$ cat src/prg_pkg.sv
// Shared types, constants and helpers for the primary ray generator.
package prg_pkg;

    // Pipeline depths of the iterative units (one result bit per stage)
    localparam int CAM_MAG_W  = 16;                     // |pixel - principal point| bits
    localparam int CAM_FRAC   = 20;                     // Q.16 result over Q20.4 divisor
    localparam int CAM_STEPS  = CAM_MAG_W + CAM_FRAC;   // quotient bits
    localparam int SQRT_IN_W  = 62;                     // sum of three 30-bit squares
    localparam int SQRT_STEPS = SQRT_IN_W / 2;          // root bits
    localparam int DDIV_STEPS = 15;                     // direction magnitude bits
    localparam int NORM_MSB   = 29;                     // normalized max lies in [2^29, 2^30)

    // Configuration register indexes
    typedef enum logic [2:0] {
        REG_PRINCIPAL = 3'd0,
        REG_FOCAL     = 3'd1,
        REG_ROT_X     = 3'd2,
        REG_ROT_Y     = 3'd3,
        REG_ROT_Z     = 3'd4,
        REG_CENTER_X  = 3'd5,
        REG_CENTER_Y  = 3'd6,
        REG_CENTER_Z  = 3'd7
    } cfg_idx_t;

    // One finished result item
    typedef struct packed {
        logic        saturated;
        logic        degenerate;
        logic [31:0] point_z;
        logic [31:0] point_y;
        logic [31:0] point_x;
        logic [15:0] dir_z;
        logic [15:0] dir_y;
        logic [15:0] dir_x;
    } result_t;

    // Position of the highest set bit (0 when no bit is set)
    function automatic logic [5:0] msb_pos(input logic [54:0] v);
        logic [5:0] pos;
        pos = '0;
        for (int i = 0; i < 55; i++) begin
            if (v[i]) pos = 6'(i);
        end
        return pos;
    endfunction

endpackage

$ cat src/prg_cam_div.sv
// Pipelined restoring divider for the camera-space x and y terms.
module prg_cam_div import prg_pkg::*; (
    input  logic                 aclk,
    input  logic                 aresetn,
    input  logic                 en,
    input  logic                 in_valid,
    input  logic [CAM_MAG_W-1:0] in_mag,
    input  logic                 in_neg,
    input  logic [23:0]          divisor,
    output logic                 out_valid,
    output logic [CAM_STEPS-1:0] out_q,
    output logic                 out_neg
);

    localparam int N = CAM_STEPS;

    logic [23:0]  rem_reg [N];
    logic [N-1:0] q_reg   [N];
    logic         neg_reg [N];
    logic         vld_reg [N];
    logic [23:0]  rem_src [N];
    logic [N-1:0] q_src   [N];
    logic         neg_src [N];
    logic         vld_src [N];

    for (genvar k = 0; k < N; k++) begin : g_step
        logic [24:0] tmp;
        logic        ge;

        // Stage inputs: ports for the first step, previous stage otherwise
        if (k == 0) begin : g_first
            assign rem_src[k] = '0;
            assign q_src[k]   = {in_mag, {CAM_FRAC{1'b0}}};
            assign neg_src[k] = in_neg;
            assign vld_src[k] = in_valid;
        end else begin : g_next
            assign rem_src[k] = rem_reg[k-1];
            assign q_src[k]   = q_reg[k-1];
            assign neg_src[k] = neg_reg[k-1];
            assign vld_src[k] = vld_reg[k-1];
        end

        // Shift in one dividend bit, subtract when it fits
        assign tmp = {rem_src[k], q_src[k][N-1]};
        assign ge  = tmp >= {1'b0, divisor};

        always_ff @(posedge aclk) begin
            if (!aresetn) begin
                vld_reg[k] <= 1'b0;
            end else if (en) begin
                vld_reg[k] <= vld_src[k];
            end
        end

        always_ff @(posedge aclk) begin
            if (en) begin
                rem_reg[k] <= ge ? 24'(tmp - {1'b0, divisor}) : tmp[23:0];
                q_reg[k]   <= {q_src[k][N-2:0], ge};
                neg_reg[k] <= neg_src[k];
            end
        end
    end

    assign out_valid = vld_reg[N-1];
    assign out_q     = q_reg[N-1];
    assign out_neg   = neg_reg[N-1];

endmodule

$ cat config.mk
export PLATFORM = sky130hd
export DESIGN_NAME = prg_cam_div
export DESIGN_NICKNAME = d
export VERILOG_FILES = /design/src/prg_pkg.sv /design/src/prg_cam_div.sv
export SDC_FILE = /design/constraint.sdc
export NUM_CORES = 2
export LEC_CHECK = 0
export BUFFER_PORTS_ARGS = -buffer_cell sky130_fd_sc_hd__clkbuf_2
export CORE_ASPECT_RATIO = 0.9
export CORE_MARGIN = 4
export CORE_UTILIZATION = 60
export DETAILED_ROUTE_END_ITERATION = 10
export GPL_TIMING_DRIVEN = 0
export PLACE_DENSITY = 0.76
export RECOVER_POWER = 50
export SYNTH_ARGS = -nofsm -noshare
export SYNTH_HDL_FRONTEND = slang
export SYNTH_SLANG_ARGS = --single-unit
export TNS_END_PERCENT = 30
$ cat constraint.sdc
create_clock -name aclk -period 5.06 [get_ports aclk]
set_input_delay 1.012 -clock aclk [delete_from_list [all_inputs] [get_ports aclk]]
set_output_delay 1.012 -clock aclk [all_outputs]
set_load 0.05 [all_outputs]
# Word level (Yosys, flattened, before mapping)
# Memories as Yosys holds them, arrays and structs flattened.
# Index checks and enable logic that the tools add are counted.
# classes
n_addsub,36
order_cmp,36
n_mux,77
bitwise_logic,36
# ops
operator,n
25-bit by 24-bit greater-or-equal comparator with 1-bit output,35
24-bit 2-to-1 mux,36
24-bit subtractor,35
1-bit 2-to-1 mux,41
1-bit bitwise OR,36
1-bit by 24-bit greater-or-equal comparator with 1-bit output,1
1-bit by 24-bit subtractor with 24-bit output,1
# word_totals
reg_bits,0
ramBits,2232
in_bits,45
output_inout_bits,38
word_cells,189
n_memories,4
# mem_list
memory,depth,word_bits,read_ports,rd_clocked_by_memory_dff,write_ports,line,source
q_reg,36,36,36,0,36,prg_cam_div.sv:18,logic [N-1:0] q_reg [N];
rem_reg,36,24,35,0,36,prg_cam_div.sv:17,logic [23:0] rem_reg [N];
neg_reg,36,1,36,0,36,prg_cam_div.sv:19,logic neg_reg [N];
vld_reg,36,1,36,0,36,prg_cam_div.sv:20,logic vld_reg [N];

# Logic depth before layout (Yosys ltp)
# depth
depth_word,4
mapped_depth,14
depth_no_buf,12

# Worst setup path before layout
# OpenSTA, ideal clock, no wires.
# synth_path
kind,input to register
startpoint,input divisor[1]
endpoint,"memory rem_reg[15][17], data pin"
setup_ns,0.260
arrival_time_ns,4.451
t_required_ns,4.800
slack_ns,0.350
path_stages,14
path_buffers,3
path_cell_list,clkbuf_1 > inv_1 > ha_1 > nor2b_1 > o31a_1 > o31ai_2 > a211oi_1 > nor2_1 > o21ai_1 > a2111oi_0 > o21a_1 > buf_4 > buf_4 > mux2_2
# synth_lines
item,line,source
start: declaration,prg_cam_div.sv:9,"input logic [23:0] divisor,"
end: declaration,prg_cam_div.sv:17,

==> results.toml <==
[global_route]
track_usage_pct = 27.62
grt_pass1_vias = 69150
grt_max_degree = 119
grt_pass1_wl_um = 386700
globalRouteOverflowTotal = 0
antenna_found_initial = 2

[cts]
cts_buffers = 178
clockBufferDepth = 3
root_buffer = "clkbuf_16"
hold_buffers = 0
clk_latency_ns = 0.82
cts_tree = "yes"
cts_sinks = 1698
clkTransAtPathRegs_ns = 0.06
htreeDepth = 4

[synthesis]
synth_commonest_cells = "1697 x edfxtp_1, 841 x ha_1, 643 x a21oi_1"
syn-cell-area_um2 = 101900
synth_top_area_share_pct = 50.02
synth.area.top_cells = "edfxtp_1 50%, ha_1 10%, mux2_2 4.7%, xnor2_1 3.4%, a21oi_1 3.2%"
ys.flop_type = "edfxtp_1"
synth_cells = 8682
yosysWarnings = 0
post-synth-top-area-cell = "edfxtp_1"
yosysMostFrequentCell = "edfxtp_1"
avgSynthCellArea_um2 = 11.73
ys_seq_elements = 1698
synth_edf_count = 1697
syn_nets = 9602
ys_async_sr_fraction_pct = 0
synth_cell_types = 107
ys_seq_area_share_pct = 50.04

[pwr]
peakVddDrop_uv = 418.5
power_mw = 77.50
power_leakage_nw = 43.54
p_per_area_nw_per_um2 = 691.7

[die]
die_h_um = 398.9
die_x_um = 442.4
fp.dieArea_um2 = 176500
coreArea_um2 = 168700
rows = 143
initial_core_util_pct = 60.38
ioPinCount = 83

[setup_path]
cp_slowest_cell = "a2111oi_1"
crit_fanout = 36
max_stage_delay_ns = 0.66
crit_chain = "clkbuf_4 -> buf_16 -> inv_8 -> ha_1 -> nor2b_1 -> o2111ai_1 -> a41o_1 -> a31oi_2 -> a2111oi_1 -> o31a_1 -> o21ai_2 -> nand2_1 -> buf_2 -> mux2_2"
crit_arrival_ns = 5.41
path_class = "in2reg"
required_ns = 5.60
cp-end-kind = "flip-flop"
critPathLaunchType = "primary input"

[drt]
route.vias.total = 72130
antenna_left = 0
route.detailed.wl_per_inst_um = 21.97
vias_per_cell = 6.334
drtIter0Drc = 7048
drc = 0
drtPass1Iterations = 6
totalWireLength_um = 250100

[sta]
timing.slew.headroom_pct = -92.15
finalHoldViolCount = 0
max_freq_mhz = 205.1
slew_viol_final = 371
worstMarginPinSlew_ns = 2.882
skew_ns = 0.03110
hold_ws_ns = 0.3764
period_needed_ns = 4.875
setup_violations = 0
fin_crit_sh_pct = 96.35

[status]
violations = "max-capacitance violations, max-slew violations"
status = "finished, violations left"

[worst_hold_path]
min_path_type = "in2reg"

[layout]
largest_register_ffs = 840
drive_gt1_share_pct = 11.74
fin_nets = 9907
area_growth_pct = 9.966

[placement]
port_buffers = 82
hpwl_um = 171100
gp_congestion = 0.9310

[job]
maxCapViolCount = 4
-- final cells by class --
cell class	instances	area [um^2]
clock inverters	114	1240
diodes	2	5.005
fillers	12500	56690
multi-input cells	6475	48700
well taps	2247	2811
clock buffers	218	4668
inverters	291	1155
repair buffers	126	1348
flip-flops and latches	1698	50980
plain buffers	217	1125
-- cell usage in the layout (no fill, tap or decap), drive strengths merged, types with 64 or more instances in the layout --
cell type  count
a21oi        650
a21o         308
o211ai        64
o21a         139
and3         120
nand3        177
xor2         212
buf          147
edfxtp      1697
nand2b       120
o21bai        81
a211oi        81
nand4        117
mux2         516
ha           841
nor2         586
nand2        465
clkinv        65
a31oi         78
clkbuf       414
nor2b        118
o21ai        466
o31ai         75
inv          303
nor3         153
xnor2        401
-- routing by layer --
metal,vias up,part of all wire (%),track usage (%)
met5,-,0.0052,0
met4,2,3.5,9.477
met3,555,7.7,4.308
met2,2714,45,43.61
met1,34960,44,39.22
li1,33890,-,-
-- logic make-up (layout without fill, tap and decap cells) --
group	Yosys count	after routing	share of synthesized area [%]
AOI/OAI and AO/OA	2311	2311	15.04
and+or+nand+nor	2099	2099	10.07
DFF	1698	1698	50.04
adders and majority gates	875	875	11.00
xor gates and xnor gates	613	613	5.270
muxes	577	577	6.413
buffers and inverters	509	966	2.175
other	0	2	0
-- power by group --
group	internal, mW	switching (mW)	leakage [nW]
Combinational	17.6	22.1	24.1
Clock	7.56	5.61	2.81
Sequential	22.0	2.64	16.6
Total	47.2	30.3	43.5
-- critical path: cells and delay by family --
family	cells	cell delay [ns]
simple gates	2	0.37
fa+ha+maj	1	0.39
compound gates	6	1.75
mux	1	0.38
buf+inv	4	1.38
-- path summary, 6_finish.rpt --
check                                    from             end  slack (ns)  depth (start not counted)
worst min register to register   q_reg[7][62]    q_reg[7][99]        0.40                          0
worst max register to register  q_reg[0][143]  rem_reg[4][22]        0.95                         12
worst min-delay path                in_mag[3]    q_reg[0][24]        0.38                          1
worst max-delay path               divisor[1]  rem_reg[8][15]        0.18                         14
-- stage by stage --
step,area [um^2],util (%),setup TNS [ns],instances,setup WS [ns]
2_1_floorplan,101900,-,0,8682,0.3496
3_3_place_gp,105100,62.29,-,11010,-26.35
3_5_place_dp,106200,62.95,-760.82,11050,-1.359
4_1_cts,112200,66.48,0,11390,0.2318
5_1_grt,112000,66.40,-0.0002447,11390,-0.0001679
6_report,112000,66.40,0,11390,0.1845
-- repair_timing --
item                       in CTS  in global routing
gates resized for setup         5                  4
buffers inserted                6                  0
hold endpoints to repair        0                  0
pin swaps                       2                  0
setup endpoints to repair     491                 44
No activity file was read; power rests on OpenSTA's default activity.
