--- src/prg_delay.sv ---
// Enabled shift line that carries side data alongside a pipelined unit.
module prg_delay #(
    parameter int W = 8,
    parameter int N = 4
) (
    input  logic         aclk,
    input  logic         en,
    input  logic [W-1:0] din,
    output logic [W-1:0] dout
);

    logic [W-1:0] tap_reg [N];

    // Shift by one tap per enabled cycle
    always_ff @(posedge aclk) begin
        if (en) begin
            tap_reg[0] <= din;
            for (int i = 1; i < N; i++) tap_reg[i] <= tap_reg[i-1];
        end
    end

    assign dout = tap_reg[N-1];

endmodule

--- config.mk ---
export PLATFORM = sky130hd
export DESIGN_NAME = prg_delay
export DESIGN_NICKNAME = d
export VERILOG_FILES = /design/src/prg_delay.sv
export SDC_FILE = /design/constraint.sdc
export NUM_CORES = 1
export LEC_CHECK = 0
export BUFFER_PORTS_ARGS = -buffer_cell sky130_fd_sc_hd__buf_2
export CORE_UTILIZATION = 35
export DETAILED_ROUTE_END_ITERATION = 10
export PLACE_DENSITY_LB_ADDON = 0.15
export SLEW_MARGIN = 20
export SYNTH_ARGS = -nofsm -noshare
export SYNTH_HDL_FRONTEND = slang
export SYNTH_SLANG_ARGS = --single-unit
--- constraint.sdc ---
create_clock -name aclk -period 0.8 [get_ports aclk]
set_clock_uncertainty 0.05 [all_clocks]
set_input_delay 0.08 -clock aclk [delete_from_list [all_inputs] [get_ports aclk]]
set_output_delay 0.08 -clock aclk [all_outputs]
set_load 0.005 [all_outputs]
==> Yosys cells after proc, flatten, opt, wreduce, memory -nomap -nowiden <==
Memory sizes are Yosys's and may differ from the RTL's.
Index checks and enable logic that the tools add are counted.
{ "totals": {"regBits": 0, "ram_bits": 32, "in_bits": 10, "out_inout_bits": 8, "word_cells": 3, "memories": 1} }
{ "mem_list": {"columns": ["memory", "depth", "word_bits", "rd", "rd_ports_with_merged_regs", "wr", "line_no", "source"], "rows": [
  ["tap_reg", 4, 8, 4, 0, 4, "12", "logic [W-1:0] tap_reg [N];"]
]} }
{ "classes": {"mux": 2} }
{ "op_table": {"columns": ["operator", "n"], "rows": [
  ["$mux W1", 2]
]} }

==> Logic depth before layout (Yosys ltp) <==
Gate-level depths: netlist (run 1).
{ "depth": {"word_depth": 2, "depth_mapped": 0, "depth_no_buf": 0} }

==> Worst setup path after synthesis (run 1) <==
No wires, ideal clock.
{ "synth_timing": {"kind": "flip-flop to flip-flop", "startpoint": "memory tap_reg[0][0]", "endpoint": "memory tap_reg[1][0], data pin", "setup_time_ps": 266, "t_arrival_ps": 323, "required_ps": 484, "setup_slack_ps": 161, "stages_incl_launch_ff": 1, "n_path_buf": 0, "period_less_slack_ps": 639, "path_cell_list": "edfxtp_1"} }
{ "synth_rtl": {"columns": ["element", "line_no"], "rows": [
  ["start: declaration", "12"]
]} }

==> results of run 1 <==
-- power groups by stage --
stage	Combinational (mW)	Sequential, mW	Clock, mW
floorplan	0	2.03	0
global placement	0.0947	2.03	0
detailed placement	0.0994	2.04	0
CTS	0.129	2.00	0.801
global route	0.138	2.01	0.868
finish	0.127	2.00	0.757
-- cells in the final DEF (no fill, tap or decap), drive strengths merged --
| cell type | synthesis | layout |
|---|---|---|
| buf | 0 | 19 |
| edfxtp | 32 | 32 |
| dlygate4sd3 | 0 | 8 |
| clkbuf | 0 | 5 |
| clkinv | 0 | 2 |
-- logic make-up (layout without fill, tap and decap cells) --
family                 Yosys count  in the layout  synth area share
DFF                             32             32              1.00
buffers and inverters            0             34                 0
-- stage by stage --
| step | std cells | utilization |
|---|---|---|
| finish | 96 | 0.491 |
| floorplan | 32 | - |
| CTS | 96 | 0.491 |
| global route | 96 | 0.491 |
| global placement | 81 | 0.441 |
| detailed placement | 81 | 0.441 |
-- layout make-up --
cell class	count	area share
Sequential cell	32	0.770
Timing Repair Buffer	27	0.164
Clock buffer	5	0.0301
Tap cell	30	0.0301
Clock inverter	2	0.00601
-- repair_timing --
| item | CTS | global route |
|---|---|---|
| hold buffers | 8 | 0 |
| endpoints found under the hold margin | 8 | 0 |
| setup endpoints to repair | 8 | 8 |
-- worst paths after layout --
check                   to  slack, ns  cells past startpoint
max                dout[5]      -0.15                      1
min reg2reg  tap_reg[2][3]       0.37                      0
min          tap_reg[0][2]       0.14                      2
max reg2reg  tap_reg[1][5]       0.11                      0
-- per-layer routing --
| layer | part of all wire | up-vias | global-route usage |
|---|---|---|---|
| met3 | 0.12 | 0 | 0.0667 |
| met2 | 0.46 | 24 | 0.130 |
| met5 | 0 | - | 0 |
| li1 | - | 196 | - |
| met4 | 0 | 0 | 0.0641 |
| met1 | 0.42 | 182 | 0.0708 |
==> results_dict.tcl, run 1 <==
set metrics [dict create \
    pwr-share-seq 0.693 \
    place_congestion 0.600 \
    cp_data_required_time_ns 0.67 \
    yosysWarnings 0 \
    synth_cells 32 \
    p_per_area_nw_per_um2 2310 \
    period_share 1.18 \
    largest_reg_flops 32 \
    synth_cell_types 1 \
    grt_pass1_vias 392 \
    synth.largest_area_cell "edfxtp_1" \
    cts_tree "done" \
    endpoint_kind "output port" \
    async_flop_share 0 \
    worst_slack_ns -0.146 \
    insertion_delay_ns 0.31 \
    critical_path_class "reg2out" \
    drive_gt1_frac 0.364 \
    drt_iter0_drc 0 \
    swShare 0.183 \
    ctsResizeCount 0 \
    ios 18 \
    critPathLaunchType "flip-flop" \
    clock-root-buffer "clkbuf_4" \
    ant_nets 0 \
    fmax_ghz 1.06 \
    pre_cts_ws_ns 0.0595 \
    numPortBuffers 17 \
    rsz0062_at_grt "true" \
    initial_core_util 0.378 \
    hold_viol_final 0 \
    yosysMostFrequentCell "edfxtp_1" \
    max_stage_delay_ns 0.37 \
    cts_max_level 2 \
    path_cells "buf_2" \
    cap_violations 0 \
    regArea_um2 961 \
    multiInputGateArea_um2 0 \
    area_growth_pct 29.9 \
    drt_wl_total_um 1040 \
    setup_viol 8 \
    insertedDiodeCount 0 \
    worst_pin_slew_ns 0.102 \
    synth.yosys.seq_area_share 1.00 \
    slew_headroom 0.932 \
    core_area_um2 2540 \
    crit_buf_inv 1 \
    path_max_fanout 1 \
    avgSynthCellArea_um2 30.0 \
    cp_data_arrival_time_ns 0.82 \
    synth_top_area_frac 1.00 \
    p_sw_mw 0.528 \
    slowest_stage "edfxtp_1" \
    peakVddDrop_uv 1430 \
    layout_min_cycle_time_ns 0.946 \
    cp_top_family "flip-flops" \
    clkTransAtPathRegs_ns 0.08 \
    grt-ovfl-total 0 \
    p_leak_nw 0.458 \
    run_status "complete, but fails checks" \
    hold_ws_ns 0.139 \
    setup_tns_ns -1.02 \
    via_per_inst 4.19 \
    power.total_mw 2.88 \
    clock-sinks 32 \
    cts_inserted_buffers 5 \
    drt_pass1_iterations 1 \
    hp-start "en" \
    fillers 220 \
    grt_max_degree 19 \
    final_area_um2 1250 \
    syn_nets 42 \
    synth_common_cells "edfxtp_1 (32)" \
    synth_edf_count 32 \
    clockPowerShare 0.263 \
    cts.path.max_buffers 2 \
    routed-via-count 402 \
    die_area_um2 2960 \
    die_h_um 54.4 \
    multi_input_cells 0 \
    crit_path_start "tap_reg[3][5]" \
    track_usage 0.0844 \
    antenna_found_initial 0 \
    netlist_area_um2 961 \
    drc_errors 0 \
    drv_slew 0 \
    intPower_mw 2.35 \
    r2r_start "tap_reg[0][5]" \
    cts_setup_buffers 0 \
    violations "setup timing" \
    synth_seq_cells 32 \
    p_comb_frac 0.044 \
    nNetsFinal 76 \
    routedWlPerCell_um 10.8 \
    die_w_um 54.4 \
    synth_area_leaders "edfxtp_1 (100%)" \
    worst_hold_path_type "in2reg" \
    synth_ff_type "edfxtp_1" \
    rows 18 \
    grt_pass1_wl_um 1500 \
    dpl_cell_area_um2 1120 \
]
(Power assumes the default switching activity.)
==> inputs of run 2 (changes only) <==
CORE_MARGIN = 3   (was default)
SKIP_CTS_REPAIR_TIMING = 1   (was default)
==> run 2 against run 1 <==
  * The run still ends with setup timing left
  * Combinational power hardly changed
  * Utilization is 0.15 points higher
  * Sequential cell count stayed put
  * Global-route usage is 1.1 points lower
  * Highest routed layer is now met4
==> results_dict.tcl, run 2 (synthesis gave the netlist of run 1 again) <==
set metrics [dict create \
    run_status "complete, but fails checks" \
    violations "setup timing" \
    drt_pass1_iterations 4 \
    setup_viol 8 \
    drt_iter0_drc 10 \
    track_usage 0.0735 \
    initial_core_util 0.378 \
    hpwl_um 676 \
    clockPowerShare 0.271 \
    rows 18 \
    grt-ovfl-total 0 \
    grt_pass1_vias 379 \
    period_share 1.18 \
    layout_min_cycle_time_ns 0.948 \
    peakVddDrop_uv 1160 \
    cts.path.max_buffers 2 \
    fillers 212 \
    cts_tree "done" \
    endpoint_kind "output port" \
    place_congestion 0.580 \
    slowest_stage "edfxtp_1" \
    clock-sinks 32 \
    crit_buf_inv 1 \
    p_comb_frac 0.043 \
    routed-via-count 403 \
    worst_pin_slew_ns 0.0981 \
    critical_path_class "reg2out" \
    grt_max_degree 19 \
    antenna_found_initial 0 \
    cts_inserted_buffers 5 \
    pwr-share-seq 0.686 \
    path_max_fanout 1 \
    drt_wl_total_um 1050 \
    p_per_area_nw_per_um2 2330 \
    clkTransAtPathRegs_ns 0.09 \
    final_area_um2 1250 \
    worst_slack_ns -0.148 \
    via_per_inst 4.15 \
    p_sw_mw 0.529 \
    multiInputGateArea_um2 0 \
    core_area_um2 2540 \
    routedWlPerCell_um 10.8 \
    hold_ws_ns 0.129 \
    hold_viol_final 0 \
    grt_pass1_wl_um 1660 \
    critPathLaunchType "flip-flop" \
    regArea_um2 961 \
    rsz0062_at_grt "true" \
    final_cells 97 \
    area_growth_pct 30.3 \
    cts_max_level 2 \
    insertedDiodeCount 0 \
    final_core_util 0.492 \
    intPower_mw 2.38 \
    fmax_ghz 1.06 \
    numPortBuffers 17 \
    ant_nets 0 \
    die_area_um2 3410 \
    drc_errors 0 \
    swShare 0.182 \
    p_leak_nw 0.459 \
    max_stage_delay_ns 0.37 \
    nNetsFinal 76 \
    die_w_um 58.4 \
    drive_gt1_frac 0.358 \
    clock-root-buffer "clkbuf_4" \
    insertion_delay_ns 0.31 \
    layout.cells.most_common "edfxtp_1" \
    worst_hold_path_type "in2reg" \
    cp_data_required_time_ns 0.67 \
    drv_slew 0 \
    cp_top_family "flip-flops" \
    cp_data_arrival_time_ns 0.82 \
    layout_common_cells "edfxtp_1 (32), buf_2 (17), dlygate4sd3_1 (8), clkbuf_4 (5)" \
    ios 18 \
    dp_cells 81 \
    largest_reg_flops 32 \
    cap_violations 0 \
    path_cells "buf_2" \
    multi_input_cells 0 \
    dpl_cell_area_um2 1120 \
    slew_headroom 0.935 \
    die_h_um 58.4 \
]
run 2: cell types whose count changed in the layout (fill, tap and decap cells not counted):
cell      change
clkbuf_1      +2
clkinv_1      -1
run 2: cell type report:
cell class,instances,share of cell area
clock buffer,7,0.0360
sequential,32,0.767
timing repair buffer,27,0.164
tap,30,0.0300
clock inverter,1,0.00300
run 2: worst paths after layout:
kind            startpoint             to  slack, ns  cells past startpoint
min reg2reg  tap_reg[0][4]  tap_reg[1][4]       0.37                      0
min                     en  tap_reg[2][5]       0.13                      2
max          tap_reg[3][4]        dout[4]      -0.15                      1
max reg2reg  tap_reg[0][5]  tap_reg[1][5]       0.11                      0
run 2: power groups by stage:
stage / Combinational [mW] / Sequential [mW] / Clock, mW
global placement: 0.0949 / 2.03 / 0
global route: 0.137 / 2.01 / 0.932
CTS: 0.0977 / 2.00 / 0.829
floorplan: 0 / 2.03 / 0
detailed placement: 0.0978 / 2.04 / 0
finish: 0.125 / 2.00 / 0.791
run 2: metal layers:
layer	part of all wire	track usage
met3	0.12	0.0482
met5	0	0
met4	0.041	0.0695
met1	0.39	0.0786
met2	0.44	0.0957
run 2: stage by stage:
stage / setup TNS [ns] / total power, mW / setup WS, ns
finish: -1.08 / 2.91 / -0.148
global route: -1.56 / 3.08 / -0.226
CTS: -1.28 / 2.93 / -0.175
detailed placement: 0 / 2.14 / 0.0661
global placement: 0 / 2.12 / 0.0781
floorplan: 0 / 2.03 / 0.161
