## config.mk

```make
export PLATFORM = sky130hd
export DESIGN_NAME = prg_out_buf
export DESIGN_NICKNAME = d
export VERILOG_FILES = /design/src/prg_pkg.sv /design/src/prg_out_buf.sv
export SDC_FILE = /design/constraint.sdc
export NUM_CORES = 1
export LEC_CHECK = 0
export BUFFER_PORTS_ARGS = -buffer_cell sky130_fd_sc_hd__buf_4
export CORE_ASPECT_RATIO = 0.8
export CORE_MARGIN = 5
export CORE_UTILIZATION = 37
export DETAILED_ROUTE_END_ITERATION = 6
export PLACE_DENSITY_LB_ADDON = 0.12
export SLEW_MARGIN = 10
export SYNTH_ARGS = -nofsm -noshare
export SYNTH_HDL_FRONTEND = slang
export SYNTH_SLANG_ARGS = --single-unit
```

## constraint.sdc

```tcl
create_clock -name aclk -period 16.9 [get_ports aclk]
set_clock_uncertainty 0.2 [all_clocks]
set_input_delay 0.845 -clock aclk [delete_from_list [all_inputs] [get_ports aclk]]
set_output_delay 0.845 -clock aclk [all_outputs]
set_load 0.05 [all_outputs]
```

## src/prg_pkg.sv

```systemverilog
// Shared types, constants and helpers for the primary ray generator.
package prg_pkg;

    // Pipeline depths of the iterative units (one result bit per stage)
    localparam int CAM_MAG_W  = 16;                     // |pixel - principal point| bits
    localparam int CAM_FRAC   = 20;                     // Q.16 result over Q20.4 divisor
    localparam int CAM_STEPS  = CAM_MAG_W + CAM_FRAC;   // quotient bits
    localparam int SQRT_IN_W  = 62;                     // sum of three 30-bit squares
    localparam int SQRT_STEPS = SQRT_IN_W / 2;          // root bits
    localparam int DDIV_STEPS = 15;                     // direction magnitude bits
    localparam int NORM_MSB   = 29;                     // normalized max lies in [2^29, 2^30)

    // Configuration register indexes
    typedef enum logic [2:0] {
        REG_PRINCIPAL = 3'd0,
        REG_FOCAL     = 3'd1,
        REG_ROT_X     = 3'd2,
        REG_ROT_Y     = 3'd3,
        REG_ROT_Z     = 3'd4,
        REG_CENTER_X  = 3'd5,
        REG_CENTER_Y  = 3'd6,
        REG_CENTER_Z  = 3'd7
    } cfg_idx_t;

    // One finished result item
    typedef struct packed {
        logic        saturated;
        logic        degenerate;
        logic [31:0] point_z;
        logic [31:0] point_y;
        logic [31:0] point_x;
        logic [15:0] dir_z;
        logic [15:0] dir_y;
        logic [15:0] dir_x;
    } result_t;

    // Position of the highest set bit (0 when no bit is set)
    function automatic logic [5:0] msb_pos(input logic [54:0] v);
        logic [5:0] pos;
        pos = '0;
        for (int i = 0; i < 55; i++) begin
            if (v[i]) pos = 6'(i);
        end
        return pos;
    endfunction

endpackage

```

## src/prg_out_buf.sv

```systemverilog
// Two-entry output buffer; its room flag is the pipeline advance.
module prg_out_buf import prg_pkg::*; (
    input  logic    aclk,
    input  logic    aresetn,
    input  logic    push,
    input  result_t push_data,
    output logic    room,
    output logic    m_valid,
    input  logic    m_ready,
    output result_t m_data
);

    result_t    mem_reg [2];
    logic       wr_ptr_reg;
    logic       rd_ptr_reg;
    logic [1:0] cnt_reg;
    logic [1:0] cnt_next;
    logic       pop;

    assign pop     = m_valid && m_ready;
    assign room    = cnt_reg != 2'd2;
    assign m_valid = cnt_reg != 2'd0;
    assign m_data  = mem_reg[rd_ptr_reg];

    // Occupancy
    always_comb begin
        cnt_next = cnt_reg;
        case ({push, pop})
            2'b10:   cnt_next = cnt_reg + 2'd1;
            2'b01:   cnt_next = cnt_reg - 2'd1;
            default: cnt_next = cnt_reg;
        endcase
    end

    always_ff @(posedge aclk) begin
        if (!aresetn) begin
            wr_ptr_reg <= 1'b0;
            rd_ptr_reg <= 1'b0;
            cnt_reg    <= 2'd0;
        end else begin
            if (push) wr_ptr_reg <= ~wr_ptr_reg;
            if (pop)  rd_ptr_reg <= ~rd_ptr_reg;
            cnt_reg <= cnt_next;
        end
    end

    // Storage
    always_ff @(posedge aclk) begin
        if (push) mem_reg[wr_ptr_reg] <= push_data;
    end

endmodule

```

After elaboration in Yosys (flattened, before gate mapping):

Memories as Yosys holds them, arrays and structs flattened. A register that Yosys moved wholly into a read port is not among the register bits.
Index checks and enable logic that the tools add are counted.

* $add $sub $neg: 2
* equal/unequal tests: 3
* mux-type cells: 5
* bitwise logic cells: 2
* reductions and logical operators: 3

Operators by type and width (count)
* 1-bit 2-to-1 mux: 4
* 2-bit one-hot mux with 2 select lines: 1
* 2-bit nonzero test: 2
* 2-bit by 1-bit adder with 2-bit output, second input constant: 1
* 2-bit by 1-bit equality test with 1-bit output, second input constant: 1
* 2-bit equality test, second input constant: 1
* 2-bit inequality test, second input constant: 1
* 1-bit inverter: 2
* 2-bit by 1-bit subtractor with 2-bit output, second input constant: 1
* 1-bit logical AND: 1

* register bits after elaboration: 4
* bits in writable memories: 292
* bits of input ports: 150
* output and inout port bits: 148
* memories kept: 1

Memories
* mem_reg: words 2, bits a word 146, read ports 1, clocked after Yosys merged registers in 1, write ports 1, RTL line prg_out_buf.sv:13 `result_t mem_reg [2];`

Depth between registers and ports, before layout:

* depth after elaboration: 4
* depth in mapped cells: 5

Worst setup path before layout:

Ideal clock, no wire load.

* path type: input port to flip-flop
* start: input push
* end: memory mem_reg[0][0] in the netlist's numbering (enable)
* setup time: 0.659 ns
* arrival time: 7.047 ns
* required time: 16.041 ns
* path slack: 8.994 ns
* stages: 2
* buffers on the path: 0
* path through: inv_1 > nor2_1

* longest elaborated chain between the ends: 2

RTL lines
* start: declaration: RTL line prg_out_buf.sv:5 `input logic push,`
* 1-bit 2-to-1 mux: RTL line prg_out_buf.sv:49 `if (push) mem_reg[wr_ptr_reg] <= push_data;`
* 1-bit 2-to-1 mux (not written as such): RTL line prg_out_buf.sv:49
* end: declaration: RTL line prg_out_buf.sv:13

No other way between the ends.

==> metrics.md <==
| Metric | Value |
|---|---|
| Status | `completed` |
| Top cells by instance count after synthesis | `292 x edfxtp_1, 146 x mux2_1, 12 x buf_2` |
| Vias in the first global route | `6001` |
| Initial DRC count | `206` |
| Crit path capture type | `output port` |
| Via Count | `5491` |
| Part of the power in registers | `40.2%` |
| Dpl cell area | `13400 sq um` |
| XOR/XNOR Fraction of Synth Area | `0.245%` |
| Mux cell area share after synthesis | `15.3%` |
| Setup Fix Bufs, Post-CTS | `0` |
| Synth unique cells | `18` |
| Fin area | `14400 sq um` |
| Fin. Hold Viols | `0` |
| Global route overflow | `0` |
| I/O Pins | `298` |
| # setup viols final | `0` |
| CTS Buf Count | `31` |
| CTS tree | `yes` |
| Core Util, Final | `50.6%` |
| FF-to-FF End | `mem_reg[1][109]` |
| Maximum vdd drop | `0.0845 mV` |
| Post-synth EDFFs | `292` |
| Slew Viols, Final | `0` |
| DIE AREA | `32500 sq um` |
| Crit share post-route | `25.4%` |
| Syn Inst Count | `477` |
| Slew @ Worst Pin | `1140 ps` |
| Max Freq | `0.233 GHz` |
| Core Footprint | `28400 sq um` |
| Synth-to-layout area growth | `34.1%` |
| Synth warn | `0` |
| Post_cts resized | `0` |
| Synth top area cells | `edfxtp_1 82%, mux2_1 15%, dfxtp_1 0.93%` |
| Hold slack | `283 ps` |
| R2R depth | `2` |
| Clock power frac | `30.0%` |
| Combinational group share of total power | `29.7%` |
| DRT Pass-1 Iters | `4` |
| Post-Synth Simple-Gate Area | `0.502%` |
| CTS sink cnt | `297` |
| Hold Path Sink | `mem_reg[0][144]` |
| Seq/Total Area, Yosys | `82.7%` |
| DRC violations left | `0` |
| Most used DFF post-synth | `edfxtp_1` |
| H-tree depth | `1` |
| WL/cell | `19.6 um` |
| Layout cell share with drive strength beyond 1 | `42.7%` |
| Crit path DAT | `3250 ps` |
| I/O Buffers | `297` |
| Post-DP HPWL | `15700 um` |
| Fin Setup TNS | `0 ps` |
| Crit path max fanout | `79` |
| Post-Syn Area | `10700 sq um` |
| DP Worst Slack | `13100 ps` |
| Initial antenna violation count | `1` |
| Psw | `0.000742 W` |
| P per Cell Area | `154 nW/um^2` |
| Reg clk slew, reported paths | `60 ps` |
| Max Root-Sink Buffers | `3` |
| Worst EP required | `15850 ps` |
| DIE WIDTH | `200 um` |
| WL final | `23400 um` |
| Worst hold path type | `in2reg` |
| R2r startpoint | `wr_ptr_reg` |
| Max-slew headroom | `23.8%` |
| CP Class | `reg2out` |
| Root Driver | `clkbuf_16` |
| Worst-Skew Late Latency | `540 ps` |
| Initial core utilization | `37.7%` |
| Final setup margin | `12600 ps` |
| Max FFs per register | `292` |
| Max capacitance violation total | `0` |
| Routability cong. | `0.759` |
| Int Power | `0.00147 W` |
| RSZ-0062 raised after global routing | `false` |
| GR Util All Layers | `13.6%` |
| Top-count cell post-synth | `edfxtp_1` |
| Net count, final | `946` |
| Syn avg cell area | `22.5 sq um` |
| Seq cells post-synth | `297` |
| Reg2reg setup slack | `14050 ps` |
| Chip height | `162 um` |
| Synth area leader | `edfxtp_1` |
| Num rows | `55` |
| Lkg Pwr | `5.35 nW` |
| Ys async rst share | `0%` |
| Hold-fix buffers, CTS | `0` |
| Main combinational cell family by area after synthesis | `multiplexers` |
| Net Sw Frac | `33.5%` |
| Synth Area in Compound Gates | `0.268%` |
| Post-layout min period | `4300 ps` |
| Worst Min Path Start | `push_data[144]` |
| Yosys top cell area share | `81.7%` |
| Crit start category | `flip-flop` |
| Area share of fa/ha/maj cells after synthesis | `0.117%` |
| First-pass GRT wire length | `34900 um` |
| Largest net degree at the start of global routing | `82` |
| Antenna Nets Post-Route | `0` |
| Hold Path Depth | `1` |
| Syn Nets | `628` |
| Vias per inst | `4.61` |
per-stage QoR:
| stage | std cells | power (W) |
|---|---|---|
| after floorplan | 477 | 0.00137 |
| after global placement | 1132 | 0.00157 |
| after detailed placement | 1132 | 0.00157 |
| after CTS | 1189 | 0.00225 |
| after global routing | 1190 | 0.00230 |
| final | 1190 | 0.00221 |
area by class of cell:
| class | count | area, sq um |
|---|---|---|
| well taps | 370 | 463 |
| inverters | 1 | 3.75 |
| fillers | 2362 | 14000 |
| flip-flops and latches | 297 | 8870 |
| repair buffers | 301 | 2260 |
| clock inverters | 12 | 131 |
| multi-input cells | 163 | 1780 |
| clock buffers | 45 | 878 |
| diodes | 1 | 2.50 |
worst max-delay path by stage:
| stage | cells after the start | end |
|---|---|---|
| 2_1_floorplan | 2 | mem_reg[0][0] |
| 3_3_place_gp | 3 | m_data[121] |
| 3_5_place_dp | 3 | m_data[121] |
| 4_1_cts | 3 | m_data[121] |
| 5_1_grt | 3 | m_data[137] |
| 6_report | 3 | m_data[101] |
cell usage in the layout (no fill, tap or decap):
| cell | instances |
|---|---|
| clkinv_2 | 6 |
| clkbuf_8 | 5 |
| nand2b_1 | 1 |
| o21a_1 | 1 |
| clkbuf_16 | 31 |
| clkbuf_1 | 9 |
| xnor2_1 | 3 |
| or2_1 | 1 |
| buf_4 | 301 |
| diode_2 | 1 |
| o21a_2 | 1 |
| and2_4 | 1 |
| nor2b_1 | 3 |
| clkinv_1 | 3 |
| or3_1 | 1 |
| nor2_4 | 1 |
| dfxtp_4 | 1 |
| bufinv_16 | 3 |
| mux2_1 | 146 |
| o21ai_0 | 1 |
| edfxtp_1 | 292 |
| dfxtp_1 | 4 |
| inv_1 | 1 |
| ha_1 | 1 |
| and2_1 | 1 |
| a21boi_1 | 1 |
worst max-delay path, stage by stage, from the launching register on:
cell     delay, ps
dfxtp_4        970
buf_4          920
mux2_1         440
buf_4          210
power groups by stage:
stage	combinational [W]	sequential, W	clock, W
after global routing	0.000684	0.000896	0.000719
after global placement	0.000661	0.000904	0
after detailed placement	0.000664	0.000908	0
after floorplan	0.000485	0.000884	0
after CTS	0.000667	0.000892	0.000687
final	0.000658	0.000889	0.000665
logic make-up (layout without fill, tap and decap cells):
logic type / Yosys count / after routing
AND/OR/NAND/NOR: 9 / 9
flip-flops: 297 / 297
multiplexers: 146 / 146
XOR/XNOR: 3 / 3
adder cells (fa/ha/maj): 1 / 1
AO/OA/AOI/OAI: 4 / 4
other: 0 / 1
buffers and inverters: 17 / 359
metal layers:
metal	wire (um)	part of all wire, %	GRT usage, %	vias up
met1	9610	41	16.7	2711
met3	2700	12	6.97	33
met5	0	0	0	-
met4	493	2.1	3.31	0
met2	10600	45	21.7	212
li1	-	-	-	2535
No activity file was read; power rests on OpenSTA's default activity.
