==> config.mk <==
export PLATFORM = sky130hd
export DESIGN_NAME = prg_dir_div
export DESIGN_NICKNAME = d
export VERILOG_FILES = /design/src/prg_pkg.sv /design/src/prg_dir_div.sv
export SDC_FILE = /design/constraint.sdc
export NUM_CORES = 2
export LEC_CHECK = 0
export ABC_AREA = 1
export CAP_MARGIN = 20
export CORE_MARGIN = 1
export CORE_UTILIZATION = 45
export CTS_CLUSTER_DIAMETER = 30
export CTS_CLUSTER_SIZE = 20
export DETAILED_ROUTE_END_ITERATION = 7
export DONT_BUFFER_PORTS = 1
export HOLD_SLACK_MARGIN = 0.02
export PLACE_DENSITY = 0.66
export SYNTH_ARGS = -nofsm -noshare
export SYNTH_HDL_FRONTEND = slang
export SYNTH_SLANG_ARGS = --single-unit
==> constraint.sdc <==
create_clock -name aclk -period 6.1 [get_ports aclk]
set_input_delay 1.22 -clock aclk [delete_from_list [all_inputs] [get_ports aclk]]
set_output_delay 1.22 -clock aclk [all_outputs]
set_load 0.03 [all_outputs]
==> src/prg_pkg.sv <==
// Shared types, constants and helpers for the primary ray generator.
package prg_pkg;

    // Pipeline depths of the iterative units (one result bit per stage)
    localparam int CAM_MAG_W  = 16;                     // |pixel - principal point| bits
    localparam int CAM_FRAC   = 20;                     // Q.16 result over Q20.4 divisor
    localparam int CAM_STEPS  = CAM_MAG_W + CAM_FRAC;   // quotient bits
    localparam int SQRT_IN_W  = 62;                     // sum of three 30-bit squares
    localparam int SQRT_STEPS = SQRT_IN_W / 2;          // root bits
    localparam int DDIV_STEPS = 15;                     // direction magnitude bits
    localparam int NORM_MSB   = 29;                     // normalized max lies in [2^29, 2^30)

    // Configuration register indexes
    typedef enum logic [2:0] {
        REG_PRINCIPAL = 3'd0,
        REG_FOCAL     = 3'd1,
        REG_ROT_X     = 3'd2,
        REG_ROT_Y     = 3'd3,
        REG_ROT_Z     = 3'd4,
        REG_CENTER_X  = 3'd5,
        REG_CENTER_Y  = 3'd6,
        REG_CENTER_Z  = 3'd7
    } cfg_idx_t;

    // One finished result item
    typedef struct packed {
        logic        saturated;
        logic        degenerate;
        logic [31:0] point_z;
        logic [31:0] point_y;
        logic [31:0] point_x;
        logic [15:0] dir_z;
        logic [15:0] dir_y;
        logic [15:0] dir_x;
    } result_t;

    // Position of the highest set bit (0 when no bit is set)
    function automatic logic [5:0] msb_pos(input logic [54:0] v);
        logic [5:0] pos;
        pos = '0;
        for (int i = 0; i < 55; i++) begin
            if (v[i]) pos = 6'(i);
        end
        return pos;
    endfunction

endpackage

==> src/prg_dir_div.sv <==
// Pipelined divider for one direction magnitude (quotient below 2^15).
module prg_dir_div import prg_pkg::*; (
    input  logic                  aclk,
    input  logic                  aresetn,
    input  logic                  en,
    input  logic                  in_valid,
    input  logic [45:0]           in_num,
    input  logic [31:0]           in_den,
    output logic                  out_valid,
    output logic [DDIV_STEPS-1:0] out_q
);

    localparam int N = DDIV_STEPS;

    logic [45:0]  rem_reg [N];
    logic [31:0]  den_reg [N];
    logic [N-1:0] q_reg   [N];
    logic         vld_reg [N];
    logic [45:0]  rem_src [N];
    logic [31:0]  den_src [N];
    logic [N-1:0] q_src   [N];
    logic         vld_src [N];

    for (genvar k = 0; k < N; k++) begin : g_step
        logic [45:0] dsh;
        logic        ge;

        if (k == 0) begin : g_first
            assign rem_src[k] = in_num;
            assign den_src[k] = in_den;
            assign q_src[k]   = '0;
            assign vld_src[k] = in_valid;
        end else begin : g_next
            assign rem_src[k] = rem_reg[k-1];
            assign den_src[k] = den_reg[k-1];
            assign q_src[k]   = q_reg[k-1];
            assign vld_src[k] = vld_reg[k-1];
        end

        // Quotient bit N-1-k: compare against the aligned divisor
        assign dsh = {14'b0, den_src[k]} << (N - 1 - k);
        assign ge  = rem_src[k] >= dsh;

        always_ff @(posedge aclk) begin
            if (!aresetn) begin
                vld_reg[k] <= 1'b0;
            end else if (en) begin
                vld_reg[k] <= vld_src[k];
            end
        end

        always_ff @(posedge aclk) begin
            if (en) begin
                rem_reg[k] <= ge ? rem_src[k] - dsh : rem_src[k];
                den_reg[k] <= den_src[k];
                q_reg[k]   <= {q_src[k][N-2:0], ge};
            end
        end
    end

    assign out_valid = vld_reg[N-1];
    assign out_q     = q_reg[N-1];

endmodule

* Word-level counts from Yosys, hierarchy flattened *
Memories as Yosys holds them, arrays and structs flattened.
Cells that the tools add are included.

word-level totals
  flip-flop bits (word level) = 0
  memory bits (writable) = 1410
  bits of input ports = 82
  output and inout port bits = 16
  word-level logic and storage cells = 84
  memories kept = 4

memory list
  memory   depth  width  rd ports  clocked after memory_dff  wr ports  RTL line           text
  rem_reg  15     46     14        0                         15        prg_dir_div.sv:15  logic [45:0] rem_reg [N];
  den_reg  15     32     14        0                         15        prg_dir_div.sv:16  logic [31:0] den_reg [N];
  q_reg    15     15     15        0                         15        prg_dir_div.sv:17  logic [N-1:0] q_reg [N];
  vld_reg  15     1      15        0                         15        prg_dir_div.sv:18  logic vld_reg [N];

cells by class
  add/subtract/negate cells = 15
  $lt $le $gt $ge = 15
  multiplexer cells = 35
  bitwise logic cells = 15

operator list
  operator          count
  $mux W46          15
  $ge A46 B32 Y1    1
  $ge A46 B33 Y1    1
  $ge A46 B34 Y1    1
  $ge A46 B35 Y1    1
  $ge A46 B36 Y1    1
  $ge A46 B37 Y1    1
  $ge A46 B38 Y1    1
  $ge A46 B39 Y1    1
  $ge A46 B40 Y1    1
  $ge A46 B41 Y1    1
  $ge A46 B42 Y1    1
  $ge A46 B43 Y1    1
  $ge A46 B44 Y1    1
  $ge A46 B45 Y1    1
  $ge A46 B46 Y1    1
  $sub A46 B32 Y46  1
  $sub A46 B33 Y46  1
  $sub A46 B34 Y46  1
  $sub A46 B35 Y46  1
  $sub A46 B36 Y46  1
  $sub A46 B37 Y46  1
  $sub A46 B38 Y46  1
  $sub A46 B39 Y46  1
  other kinds (9)   42

* Depth between registers and ports, before layout *
  word-level depth = 4
  depth in mapped cells = 18

* Least setup slack after synthesis *
Ideal clock, no wire load.

  path type = input to register
  start = input in_num[14]
  end = memory rem_reg[0][24] (data pin)
  setup time = 0.260 ns
  arrival = 2.907 ns
  required time = 5.840 ns
  path slack = 2.933 ns
  cell stages on the path = 15
  path buffers = 1
  cell sequence = inv_1 -> ha_1 -> inv_1 -> fa_1 -> nand3_1 -> nand3_1 -> nand2_1 -> nand2_1 -> nand2_1 -> nand3_1 -> nand2_1 -> nand3_2 -> buf_2 -> nand2_1 -> o21ai_0

RTL lines
  what             RTL line           text
  start, declared  prg_dir_div.sv:7   input logic [45:0] in_num,
  end, declared    prg_dir_div.sv:15

==> results.yml <==
cells_and_area:
  final_net_count: 12820
  layout.filler_cells: 18680
  multi_input_comb_area_um2: 39720
  max_reg_flops: 644
  ff_latch_area_um2: 36840
  final_common_cell: "nand2_1"
  flow.area_growth_from_synthesis_pct: 14.51
  share_of_cells_above_drive_strength_1_pct: 4.738
  layout_common_cells: "nand2_1, inv_1, edfxtp_1"
synthesis:
  avg_synthesized_cell_area_um2: 7.195
  yosys.cell_types.count: 48
  ys_seq_area_share_pct: 42.55
  asyncSetResetFlopFracSynth_pct: 0
  most_common_flop_cell_mapped_by_yosys: "edfxtp_1"
  synth_seq_cells: 1227
  syn-cell-area_um2: 86560
  synth_edf_count: 1226
  synth.net_count: 12610
  yosys_warnings: 0
  post_synth_inst_count: 12030
power:
  combPwrFrac_pct: 41.3
  power_density_nw_per_um2: 517.3
  clockPowerShare_pct: 31.0
  total_power_w: 0.05127
  cellLeakagePower_nw: 50.36
  pwr-share-seq_pct: 27.7
  power.internal_w: 0.02926
  power.share.switching_pct: 42.92
  total_switching_power_w: 0.02201
  worst_ir_drop_vdd_mv: 0.3140
die:
  placementRows: 160
  coreArea_um2: 190600
  floorplan.die_area_um2: 194100
  io-pin-count: 98
  fp.dieW_um: 440.6
  initial_core_util_pct: 45.42
  die_height_um: 440.6
grt:
  grt_max_degree: 235
  antenna_found_initial: 9
  grt_pass1_wl_um: 474500
  grt_remaining_overflow: 0
  groute.usage.overall_pct: 33.25
  vias_in_the_first_global_route: 74070
clock_tree:
  cts.path.max_buffers: 4
  cts_setup_buffers: 0
  cts_tree: "yes"
  path_clk_slew_ns: 0.05
  post_cts.resized_instances: 0
  ctsHtreeMaxLevel: 5
  clock_sink_count: 1227
  clock_latency_ns: 0.95
  cts_root_buffer: "clkbuf_16"
  cts_hold_buffers: 0
  number_of_clock_buffers_inserted_by_tritoncts: 310
drt:
  ant_nets: 0
  first_iter_violations: 6898
  routed_wire_length_per_instance_um: 21.79
  num_vias: 77490
  drc: 0
  detail_route.wirelength_um: 326600
  first_pass_drt_iterations: 6
  routed_via_density: 5.170
timing:
  max_slew_margin_pct: 3.307
  tightestPinTransition_ns: 1.450
  timing_max_transition_violations_final: 0
  final_period_minus_worst_setup_slack_ns: 3.970
  final.setup.tns_ns: 0
  grt_setup_unrepaired: "false"
  timing_hold_violations_final: 0
  setup_violations: 0
  fmax_mhz: 251.9
  worst_skew_ns: 0.1016
  hold-worst-slack_ns: 0.3811
  finalCritPeriodShare_pct: 65.08
critical_path:
  setup.worst_path.start_class: "flip-flop"
  timing.critical_path.fanout_max: 32
  required_ns: 6.71
  worst-setup-path-type: "flip-flop to flip-flop"
  worstSetupEndpointType: "flip-flop"
  timing.critical_path.arrival_ns: 4.58
min_path:
  holdCritPathClass: "flip-flop to flip-flop"
placed_design:
  port_buffers: 0
  final_estimated_routing_congestion_in_global_placement: 0.9992
  place.detailed.hpwl_um: 265900
flow_run:
  max_cap_violations: 0
run_status:
  status: "finished clean"
==> kinds of logic after synthesis <==
family / Yosys count / share of synthesized area (%)
AO/OA/AOI/OAI: 597 / 3.677
XOR/XNOR: 248 / 2.509
adder cells (fa/ha/maj): 494 / 7.262
buffers and inverters: 2539 / 11.58
flip-flops: 1227 / 42.55
AND/OR/NAND/NOR: 6926 / 32.41
==> stage by stage <==
stage / cell area, um2 / worst slack, ns / util [%] / instances
finish: 99120 / 2.130 / 52.01 / 14990
detailed placement: 89030 / 1.701 / 46.72 / 14440
global placement: 89030 / 1.800 / 46.71 / 14440
floorplan: 86560 / 2.933 / - / 12030
CTS: 99110 / 2.202 / 52.00 / 14990
global route: 99110 / 1.944 / 52.00 / 14990
==> critical path, cell delays in order, from the launching register on <==
cell and delay [ns]:
edfxtp_1 0.39, inv_1 0.07, ha_1 0.15, inv_1 0.15
fa_1 0.53, nand3_1 0.13, nand3_1 0.32, nand2_1 0.15
nand3_1 0.10, nand2_1 0.09, nand3_2 0.18, a21oi_4 0.62
buf_4 0.44, o21ai_0 0.28
==> layout make-up <==
cell class | instances | share of cell area [%]
multi-input cells | 8265 | 40.07
clock buffers | 356 | 8.118
inverters | 2426 | 9.195
well taps | 2511 | 3.170
clock inverters | 186 | 2.049
diodes | 3 | 0.007574
repair buffers | 14 | 0.2272
flip-flops and latches | 1227 | 37.16
==> power by group through the flow <==
stage / logic, W / registers, W / clock network, W
2_1_floorplan: 0.0145 / 0.0128 / 0
3_3_place_gp: 0.0207 / 0.0143 / 0
3_5_place_dp: 0.0208 / 0.0143 / 0
4_1_cts: 0.0209 / 0.0142 / 0.0161
5_1_grt: 0.0236 / 0.0142 / 0.0165
6_report: 0.0212 / 0.0142 / 0.0159
==> worst paths after layout <==
path	from	endpoint	slack (ns)	depth (start not counted)
setup / recovery	rem_reg[0][328]$_DFFE_PP_	rem_reg[1][13]$_DFFE_PP_	2.13	13
hold / removal	q_reg[0][61]$_DFFE_PP_	q_reg[0][77]$_DFFE_PP_	0.38	0
setup reg to reg	rem_reg[0][328]$_DFFE_PP_	rem_reg[1][13]$_DFFE_PP_	2.13	13
hold reg to reg	q_reg[0][61]$_DFFE_PP_	q_reg[0][77]$_DFFE_PP_	0.38	0
==> cells in the mapped netlist (2+ instances only) <==
| master | instances | area share, % |
|---|---|---|
| o21ai_2 | 2 | 0.020 |
| nand3_2 | 9 | 0.10 |
| xor2_1 | 222 | 2.2 |
| and2_1 | 29 | 0.21 |
| clkinv_1 | 2 | 0.0087 |
| nand3_1 | 678 | 3.9 |
| nor2_2 | 21 | 0.15 |
| o21ai_1 | 10 | 0.058 |
| nor3_1 | 109 | 0.63 |
| and3_1 | 3 | 0.022 |
| nand2_4 | 8 | 0.10 |
| nor3b_1 | 2 | 0.017 |
| clkbuf_1 | 4 | 0.017 |
| nor4_1 | 15 | 0.11 |
| o21bai_1 | 38 | 0.33 |
| o21ai_0 | 134 | 0.77 |
| nor2_1 | 941 | 4.1 |
| edfxtp_1 | 1226 | 43 |
| inv_1 | 2409 | 10 |
| a21oi_2 | 16 | 0.16 |
| o21a_1 | 3 | 0.026 |
| nand2b_1 | 2 | 0.014 |
| nand4_1 | 150 | 1.1 |
| inv_4 | 3 | 0.022 |
| nand2_1 | 4848 | 21 |
| a21o_1 | 4 | 0.035 |
| buf_4 | 41 | 0.36 |
| inv_2 | 12 | 0.052 |
| xnor2_1 | 26 | 0.26 |
| nand2_2 | 18 | 0.13 |
| o211ai_1 | 2 | 0.017 |
| nor3_2 | 2 | 0.023 |
| nand3b_1 | 76 | 0.66 |
| buf_2 | 27 | 0.16 |
| nor2_4 | 3 | 0.039 |
| a21boi_0 | 3 | 0.026 |
| a21oi_1 | 384 | 2.2 |
| ha_1 | 480 | 6.9 |
| buf_6 | 40 | 0.52 |
| fa_1 | 14 | 0.32 |
| or2_2 | 8 | 0.058 |
==> metal layers <==
| layer | part of all wire (%) | up-vias | wire [um] | track usage [%] |
|---|---|---|---|---|
| li1 | - | 38050 | - | - |
| met1 | 41 | 36020 | 133000 | 41.09 |
| met2 | 47 | 2714 | 152500 | 55.21 |
| met3 | 6.1 | 709 | 19910 | 4.949 |
| met4 | 6.5 | 0 | 21180 | 19.22 |
| met5 | 0 | - | 0 | 0 |
No activity file was read; power rests on OpenSTA's default activity.
